### src/rtl/rgbhsl_pkg.sv
// ----------------------------------------------------------------------------
// rgbhsl_pkg: shared types and constants for the RGB to HSL converter
// Holds the word carried down the divider row and the fixed scale constants.
// ----------------------------------------------------------------------------
`default_nettype none

package rgbhsl_pkg;

   localparam int unsigned CHAN_W    = 8;
   localparam int unsigned QUO_W     = 8;
   localparam int unsigned NUM_CELLS = QUO_W;
   localparam int unsigned NUM_W     = 2 * QUO_W;

   // floor(x / 17) equals (x * 3856) >> 16 for every x up to 4080, so
   // floor(sum * 240 / 510) = floor(sum * 8 / 17) = (sum * 3856) >> 13.
   localparam logic [11:0] LIGHT_RECIP = 12'd3856;
   localparam int unsigned LIGHT_SHIFT = 13;

   // One restoring divider lane. The partial remainder always stays below
   // the divisor, and the low numerator bits are shifted in one per cell.
   typedef struct packed {
      logic [QUO_W-1:0]  rem;
      logic [QUO_W-1:0]  num_lo;
      logic [QUO_W-1:0]  quo;
      logic [CHAN_W-1:0] divisor;
   } div_lane_type;

   typedef struct packed {
      div_lane_type      hue;
      div_lane_type      sat;
      logic [CHAN_W-1:0] lightness;
   } pixel_work_type;

endpackage

`default_nettype wire

### src/rtl/rgb_to_hsl_240.sv
// ----------------------------------------------------------------------------
// rgb_to_hsl_240: RGB to HSL colour converter on a 0 to 240 scale
// Converts one 8-bit RGB pixel to HSL per clock unless the output stalls.
// ----------------------------------------------------------------------------
// Pipeline: an accepted request word passes one setup stage and then eight
//   divider cells on its way to the response word, one quotient bit per cell.
// Throughput: one pixel per clock when the response side does not stall.
// Reset: synchronous, active high; it empties every stage of the row, so no
//   response word is shown after reset. Payload registers are not cleared.
// ----------------------------------------------------------------------------
`default_nettype none

module rgb_to_hsl_240 (
   input  wire logic       clock,
   input  wire logic       reset,
   input  wire logic       req_valid,
   output logic            req_stall,
   input  wire logic [7:0] req_red,
   input  wire logic [7:0] req_green,
   input  wire logic [7:0] req_blue,
   output logic            rsp_valid,
   input  wire logic       rsp_stall,
   output logic [7:0]      rsp_hue,
   output logic [7:0]      rsp_saturation,
   output logic [7:0]      rsp_lightness
);

   // Stage 0 is the setup stage; stages 1 to NUM_CELLS are divider cells.
   // Each stage holds a word and moves it on when the next stage can take it,
   // so bubbles close up and a new word enters while a response waits, as
   // long as any stage of the row is free.
   logic                       stage_valid [rgbhsl_pkg::NUM_CELLS+1];
   rgbhsl_pkg::pixel_work_type stage_data  [rgbhsl_pkg::NUM_CELLS+1];
   logic                       stage_en    [rgbhsl_pkg::NUM_CELLS+2];

   // The last enable comes from the response side: the final cell is the
   // output register and may be refilled whenever its word is taken.
   assign stage_en[rgbhsl_pkg::NUM_CELLS+1] = !rsp_stall;

   // The setup stage finds the largest and smallest channel, computes the
   // lightness by a reciprocal multiply and loads the hue and saturation
   // numerators and divisors. A grey pixel gets a divisor of one, so both
   // zero numerators give a zero quotient.
   rgbhsl_front u_front (
      .clock    (clock),
      .reset    (reset),
      .up_valid (req_valid),
      .red      (req_red),
      .green    (req_green),
      .blue     (req_blue),
      .down_en  (stage_en[1]),
      .valid    (stage_valid[0]),
      .data     (stage_data[0]),
      .en       (stage_en[0])
   );

   // The divider row: every cell performs one restoring step on each lane,
   // from the most significant quotient bit down to the least.
   for (genvar i = 1; i <= rgbhsl_pkg::NUM_CELLS; i++) begin : g_cell
      rgbhsl_cell u_cell (
         .clock    (clock),
         .reset    (reset),
         .up_valid (stage_valid[i-1]),
         .up_data  (stage_data[i-1]),
         .down_en  (stage_en[i+1]),
         .valid    (stage_valid[i]),
         .data     (stage_data[i]),
         .en       (stage_en[i])
      );
   end

   assign req_stall = !stage_en[0];

   // The quotients after the last cell are the hue and saturation.
   assign rsp_valid      = stage_valid[rgbhsl_pkg::NUM_CELLS];
   assign rsp_hue        = stage_data[rgbhsl_pkg::NUM_CELLS].hue.quo;
   assign rsp_saturation = stage_data[rgbhsl_pkg::NUM_CELLS].sat.quo;
   assign rsp_lightness  = stage_data[rgbhsl_pkg::NUM_CELLS].lightness;

endmodule

`default_nettype wire

### src/rtl/rgbhsl_front.sv
// ----------------------------------------------------------------------------
// rgbhsl_front: setup stage of the RGB to HSL converter
// Finds the extremes, works out lightness and loads both divider lanes.
// ----------------------------------------------------------------------------
`default_nettype none

module rgbhsl_front (
   input  wire logic                          clock,
   input  wire logic                          reset,
   input  wire logic                          up_valid,
   input  wire logic [7:0]                    red,
   input  wire logic [7:0]                    green,
   input  wire logic [7:0]                    blue,
   input  wire logic                          down_en,
   output logic                               valid,
   output rgbhsl_pkg::pixel_work_type         data,
   output logic                               en
);

   logic                       valid_ff, valid_in;
   rgbhsl_pkg::pixel_work_type data_ff, data_in;

   logic [7:0]         mx, mn, d;
   logic [8:0]         sum;
   logic [20:0]        light_prod;
   logic [7:0]         sat_den;
   logic [15:0]        sat_num;
   logic signed [11:0] r_s, g_s, b_s, d_s, sector, wrapped;
   logic [10:0]        hue_val;
   logic [15:0]        hue_num;
   logic               grey;

   always_comb begin
      mx = red;
      if (green > mx) mx = green;
      if (blue > mx)  mx = blue;
      mn = red;
      if (green < mn) mn = green;
      if (blue < mn)  mn = blue;

      sum  = {1'b0, mx} + {1'b0, mn};
      d    = mx - mn;
      grey = (d == 8'd0);

      light_prod = {12'd0, sum} * {9'd0, rgbhsl_pkg::LIGHT_RECIP};

      // The spread never exceeds the denominator, so the quotient fits 8 bits.
      sat_den = (sum <= 9'd255) ? sum[7:0] : 8'(9'd510 - sum);
      sat_num = {d, 8'd0} - {4'd0, d, 4'd0};

      r_s = $signed({4'd0, red});
      g_s = $signed({4'd0, green});
      b_s = $signed({4'd0, blue});
      d_s = $signed({4'd0, d});
      if (red == mx) begin
         sector = g_s - b_s;
      end else if (green == mx) begin
         sector = (d_s <<< 1) + b_s - r_s;
      end else begin
         sector = (d_s <<< 2) + r_s - g_s;
      end
      wrapped = (sector < 0) ? sector + (d_s <<< 2) + (d_s <<< 1) : sector;
      hue_val = wrapped[10:0];
      hue_num = {hue_val, 5'd0} + {2'd0, hue_val, 3'd0};

      data_in.lightness      = light_prod[rgbhsl_pkg::LIGHT_SHIFT +: 8];
      data_in.hue.rem        = hue_num[15:8];
      data_in.hue.num_lo     = hue_num[7:0];
      data_in.hue.quo        = '0;
      data_in.hue.divisor    = grey ? 8'd1 : d;
      data_in.sat.rem        = sat_num[15:8];
      data_in.sat.num_lo     = sat_num[7:0];
      data_in.sat.quo        = '0;
      data_in.sat.divisor    = grey ? 8'd1 : sat_den;
   end

   assign en       = !valid_ff || down_en;
   assign valid_in = en ? up_valid : valid_ff;

   always_ff @(posedge clock) begin
      if (reset) begin
         valid_ff <= 1'b0;
      end else begin
         valid_ff <= valid_in;
      end
   end

   always_ff @(posedge clock) begin
      if (en) begin
         data_ff <= data_in;
      end
   end

   assign valid = valid_ff;
   assign data  = data_ff;

endmodule

`default_nettype wire

### src/rtl/rgbhsl_cell.sv
// ----------------------------------------------------------------------------
// rgbhsl_cell: one cell of the divider row
// Resolves one quotient bit of the hue and of the saturation division.
// ----------------------------------------------------------------------------
`default_nettype none

module rgbhsl_cell (
   input  wire logic                          clock,
   input  wire logic                          reset,
   input  wire logic                          up_valid,
   input  rgbhsl_pkg::pixel_work_type         up_data,
   input  wire logic                          down_en,
   output logic                               valid,
   output rgbhsl_pkg::pixel_work_type         data,
   output logic                               en
);

   function automatic rgbhsl_pkg::div_lane_type div_step(
      input rgbhsl_pkg::div_lane_type lane
   );
      rgbhsl_pkg::div_lane_type res;
      logic [8:0] trial;
      logic [8:0] diff;
      logic       ge;
      trial      = {lane.rem, lane.num_lo[7]};
      diff       = trial - {1'b0, lane.divisor};
      ge         = (trial >= {1'b0, lane.divisor});
      res        = lane;
      res.rem    = ge ? diff[7:0] : trial[7:0];
      res.num_lo = {lane.num_lo[6:0], 1'b0};
      res.quo    = {lane.quo[6:0], ge};
      return res;
   endfunction

   logic                       valid_ff, valid_in;
   rgbhsl_pkg::pixel_work_type data_ff, data_in;

   always_comb begin
      data_in     = up_data;
      data_in.hue = div_step(up_data.hue);
      data_in.sat = div_step(up_data.sat);
   end

   assign en       = !valid_ff || down_en;
   assign valid_in = en ? up_valid : valid_ff;

   always_ff @(posedge clock) begin
      if (reset) begin
         valid_ff <= 1'b0;
      end else begin
         valid_ff <= valid_in;
      end
   end

   always_ff @(posedge clock) begin
      if (en) begin
         data_ff <= data_in;
      end
   end

   assign valid = valid_ff;
   assign data  = data_ff;

endmodule

`default_nettype wire

### config.mk
export PLATFORM = sky130hd
export DESIGN_NAME = rgb_to_hsl_240
export DESIGN_NICKNAME = d
export VERILOG_FILES = /design/src/rtl/rgbhsl_pkg.sv /design/src/rtl/rgb_to_hsl_240.sv /design/src/rtl/rgbhsl_front.sv /design/src/rtl/rgbhsl_cell.sv
export SDC_FILE = /design/constraint.sdc
export NUM_CORES = 1
export LEC_CHECK = 0
export ABC_AREA = 1
export BUFFER_PORTS_ARGS = -buffer_cell sky130_fd_sc_hd__buf_4
export CORE_MARGIN = 3
export CORE_UTILIZATION = 30
export CTS_CLUSTER_DIAMETER = 40
export DETAILED_ROUTE_END_ITERATION = 8
export GPL_ROUTABILITY_DRIVEN = 0
export PLACE_DENSITY = 0.49
export SYNTH_ARGS = -nofsm -noshare
export SYNTH_HDL_FRONTEND = slang
export SYNTH_HIERARCHICAL = 1
export SYNTH_SLANG_ARGS = --single-unit
export TNS_END_PERCENT = 50
### constraint.sdc
create_clock -name clock -period 29.4 [get_ports clock]
set_input_delay 2.94 -clock clock [delete_from_list [all_inputs] [get_ports clock]]
set_output_delay 2.94 -clock clock [all_outputs]
set_load 0.05 [all_outputs]
==> results of run 1 <==
==> cell usage in the layout, fill, tap and decap left out, types with 20 or more instances in the layout <==
cell         n
a21oi_1    110
buf_4       65
clkbuf_16   79
edfxtp_1   464
fa_1        54
ha_1       266
inv_1      528
inv_2       27
nand2_1    726
nand2_2    164
nand2_4     22
nand3_1    269
nand4_1     23
nor2_1      83
nor2_2      20
o21ai_0     51
xnor2_1     35
xor2_1      65
==> sequential cells by signal (all words and copies together), names as in the netlist <==
| register | flops |
|---|---|
| g_cell.u_cell/data | 416 |
| g_cell.u_cell/valid | 8 |
| u_front/data | 48 |
| u_front/valid | 1 |
==> path summary, 6_finish.rpt <==
check | startpoint | to | depth (start not counted)
min | g_cell[2].u_cell/data[6] | g_cell[3].u_cell/data[6] | 0
max reg2reg | g_cell[8].u_cell/valid | u_front/data[70] | 23
min reg2reg | g_cell[2].u_cell/data[6] | g_cell[3].u_cell/data[6] | 0
max | req_red[7] | u_front/data[71] | 51
==> stage by stage <==
stage               area [µm²]  util [%]  std cells  hold slack [ps]  setup WS [ps]
floorplan                30300         -       3117              400          11450
global placement         32100      32.4       4432              400          16740
detailed placement       32100      32.4       4432              405          16670
CTS                      34800      35.1       4578              403          17340
global route             34800      35.1       4578              404          16320
finish                   34800      35.1       4578              403          17280
==> critical path: cells and delay by family <==
| kind | cells | cell delay, ps |
|---|---|---|
| buf+inv | 8 | 1000 |
| compound gates | 9 | 1380 |
| xor+xnor | 2 | 750 |
| simple gates | 23 | 3400 |
| fa+ha+maj | 9 | 2990 |
==> metal layers <==
layer | GRT usage (%) | wire length [µm]
met4 | 4.53 | 1640
met5 | 0 | 0
met3 | 1.86 | 2170
met1 | 15.0 | 28000
met2 | 21.7 | 30600
==> area by class of cell <==
cell class	instances	area, µm²
clock buffers	84	2000
clock inverters	62	722
fillers	10000	64400
inverters	561	2130
multi-input cells	2046	13800
flip-flops and latches	473	14100
well taps	1287	1610
repair buffers	65	488
==> metrics, run 1 <==
Sink Count=473; initial antenna violation count=0; total CTS buffers=79; Final Max Slew Viols=0; NumNets Final=3574; Clk Latency, worst-skew pair=620 ps; dpl hpwl=48.8 mm; vias in the first global route=20400; I/O pin total=54; Final TNS setup=0 ps; max-cap viol count=0; critical path arrival=12480 ps; I/O Buffers=53; Tot GR Track Use=12.2%; Initial Utilization=30.5%; Worst Skew=27.0 ps; final hold violation count=0; DIE AREA=0.105 mm²; CP endpoint kind=flip-flop; layout cells sized above 1=16.1%; Worst path slowest cell=xnor2_1; Max Freq=82.5 MHz; RSZ-0062 raised after global routing=false; Antenna Nets Post-Route=0; number of antenna diodes=0; slew at the pin closest to its max-slew limit=836 ps; CP startpoint kind=primary input; first-pass GRT wire length=103 mm; H-Tree Level Count=3; Hold/Removal Path Class=reg2reg; setup bufs post-CTS=0; Vias/cell=4.34; Crit Path Max Fanout=13; most frequent CP cell=nand2_1; period utilisation layout=41.2%; Avg Inst Size Synth=9.74 µm²; Die W=324 µm; Overflow after GRT=0; Synthesis Warnings=6; largest net degree at the start of global routing=59; TritonCTS clock tree=yes; # rows=115; WS Path Type=in2reg; Area Growth Syn to Fin=15.0%; DRC Markers=0; Vias=19900; worst endpoint required time=29760 ps; Reg clk slew, reported paths=50 ps; CTS Hold Bufs=0; starting DRC count in detailed routing=893; Routed WL=62.4 mm; post-CTS sizing=0; relative slew slack=44.3%; Clk Tree Root Cell=clkbuf_16; core area=0.0993 mm²; run status=completed; Worst path max stage delay=620 ps; Synth Cell Area=0.0303 mm²; R2R Setup Slk=24120 ps; Die Span Y=324 µm; detailed-router iteration count before antenna repair=5; Final setup viols=0; wire per inst=13.6 µm; maximum root-to-sink buffer count=3; Synth Instances=3111; crit path time final=12120 ps
Power of run 1 is left out: the tool's default activity adds up to more than one toggle a clock period on the data nets, which glitch-free logic cannot reach.
==> run 2, diff against run 1 <==
--- a/config.mk
+++ b/config.mk
@@ -12,7 +12,7 @@
 export CTS_CLUSTER_DIAMETER = 40
 export DETAILED_ROUTE_END_ITERATION = 8
 export GPL_ROUTABILITY_DRIVEN = 0
-export PLACE_DENSITY = 0.49
+export PLACE_DENSITY = 0.51
 export SYNTH_ARGS = -nofsm -noshare
 export SYNTH_HDL_FRONTEND = slang
 export SYNTH_HIERARCHICAL = 1
==> constraint.sdc (replaced) <==
create_clock -name clock -period 11.1 [get_ports clock]
set_input_delay 1.11 -clock clock [delete_from_list [all_inputs] [get_ports clock]]
set_output_delay 1.11 -clock clock [all_outputs]
set_load 0.05 [all_outputs]
==> run 2 against run 1 <==
Effect of this change:
- via count increased by 0.52%
- die area unchanged
- clock-buffer cell count unchanged
- worst hold slack got worse by 16 ps
- critical path depth decreased by 6
- register-to-register slack got worse by 18000 ps
- routed wire length decreased by 1.4%
- final cell count about the same
==> metrics, run 2 (synthesized netlist as in run 1, its figures left out) <==
run status=completed; CP startpoint kind=primary input; Final TNS setup=0 ps; total CTS buffers=79; Vias=20000; WP depth=45; Final setup viols=0; relative slew slack=21.7%; DIE AREA=0.105 mm²; Die W=324 µm; I/O pin total=54; Initial Utilization=30.5%; Hold Path Depth=0; RSZ-0062 raised after global routing=false; delay-heaviest family, CP=adder cells; layout cells sized above 1=16.2%; worst path buffer plus inverter count=6; met3 GRT Util=1.61%; Sink Count=473; initial antenna violation count=0; Final Cell Area=0.0348 mm²; commonest non-fill, non-tap cell in the layout=nand2_1; Worst R2R Path Depth=22; CTS Hold Bufs=0; register area=0.0141 mm²; largest net degree at the start of global routing=59; I/O Buffers=53; starting DRC count in detailed routing=945; Worst path slowest cell=fa_1; core area=0.0993 mm²; Die Span Y=324 µm; Vias/cell=4.36; crit path time final=9820 ps; # fillers=10100; most frequent CP cell=nand2_1; detailed-router iteration count before antenna repair=5; Worst Skew=31.8 ps; CP endpoint kind=flip-flop; # rows=115; dpl hpwl=48.2 mm; Clk Tree Root Cell=clkbuf_16; met2 capacity usage during global routing=21.8%; Worst path max stage delay=560 ps; Area Growth Syn to Fin=14.9%; critical path arrival=10160 ps; slew at the pin closest to its max-slew limit=1160 ps; Clk Latency, worst-skew pair=610 ps; Final WS setup=1280 ps; TritonCTS clock tree=yes; Reg clk slew, reported paths=60 ps; Max Freq=102 MHz; period utilisation layout=88.5%; NumNets Final=3576; max reg flops=416; dpl cell area=0.0321 mm²; Hold/Removal Path Class=reg2reg; setup bufs post-CTS=0; wire per inst=13.4 µm; Tot GR Track Use=12.1%; worst endpoint required time=11440 ps; post-CTS sizing=0; Antenna Nets Post-Route=0; H-Tree Level Count=3; Most Crowded Layer GR=met2; maximum root-to-sink buffer count=3; final hold violation count=0; WS Path Type=in2reg; vias in the first global route=20500; first-pass GRT wire length=104 mm; met1 global-route usage=15.0%; Routed WL=61.6 mm; commonest non-fill, non-tap cells in the layout=nand2_1, inv_1, edfxtp_1; Final Max Slew Viols=0; DRC Markers=0; number of antenna diodes=0; pre-CTS setup slack=651 ps; max-cap viol count=0; area of the multi-input gates=0.0138 mm²; Overflow after GRT=0; Crit Path Max Fanout=28
[run 2: cell count changes in the layout (fill, tap and decap cells not counted), sizes merged]
cell    before  now
bufinv       8    6
buf         65   67
inv        580  579
clkinv      29   32
[run 2: final cells by class]
cell class / count / area share [%]
well taps: 1287 / 4.62
multi-input cells: 2046 / 39.6
clock inverters: 62 / 1.93
flip-flops and latches: 473 / 40.5
inverters: 561 / 6.10
repair buffers: 67 / 1.44
clock buffers: 84 / 5.79
[run 2: worst paths after layout]
check,from,slack [ps],endpoint
worst max-delay path,req_red[7],1280,u_front/data[71]
worst min-delay path,g_cell[5].u_cell/data[18],390,g_cell[6].u_cell/data[19]
worst max register to register,g_cell[8].u_cell/valid,6200,u_front/data[36]
worst min register to register,g_cell[5].u_cell/data[18],390,g_cell[6].u_cell/data[19]
[run 2: through the flow]
stage	hold WS [ps]	instances	util, %
after detailed placement	405	4434	32.4
after global routing	395	4580	35.1
after CTS	382	4580	35.1
final	387	4580	35.1
after global placement	401	4434	32.4
after floorplan	400	3117	-
[run 2: layer usage]
layer,share of wire [%],vias to the layer above
li1,-,10500
met1,45,9168
met2,50,262
met3,3.0,94
met4,2.0,0
met5,0,-
Power of run 2 is left out for the same reason.
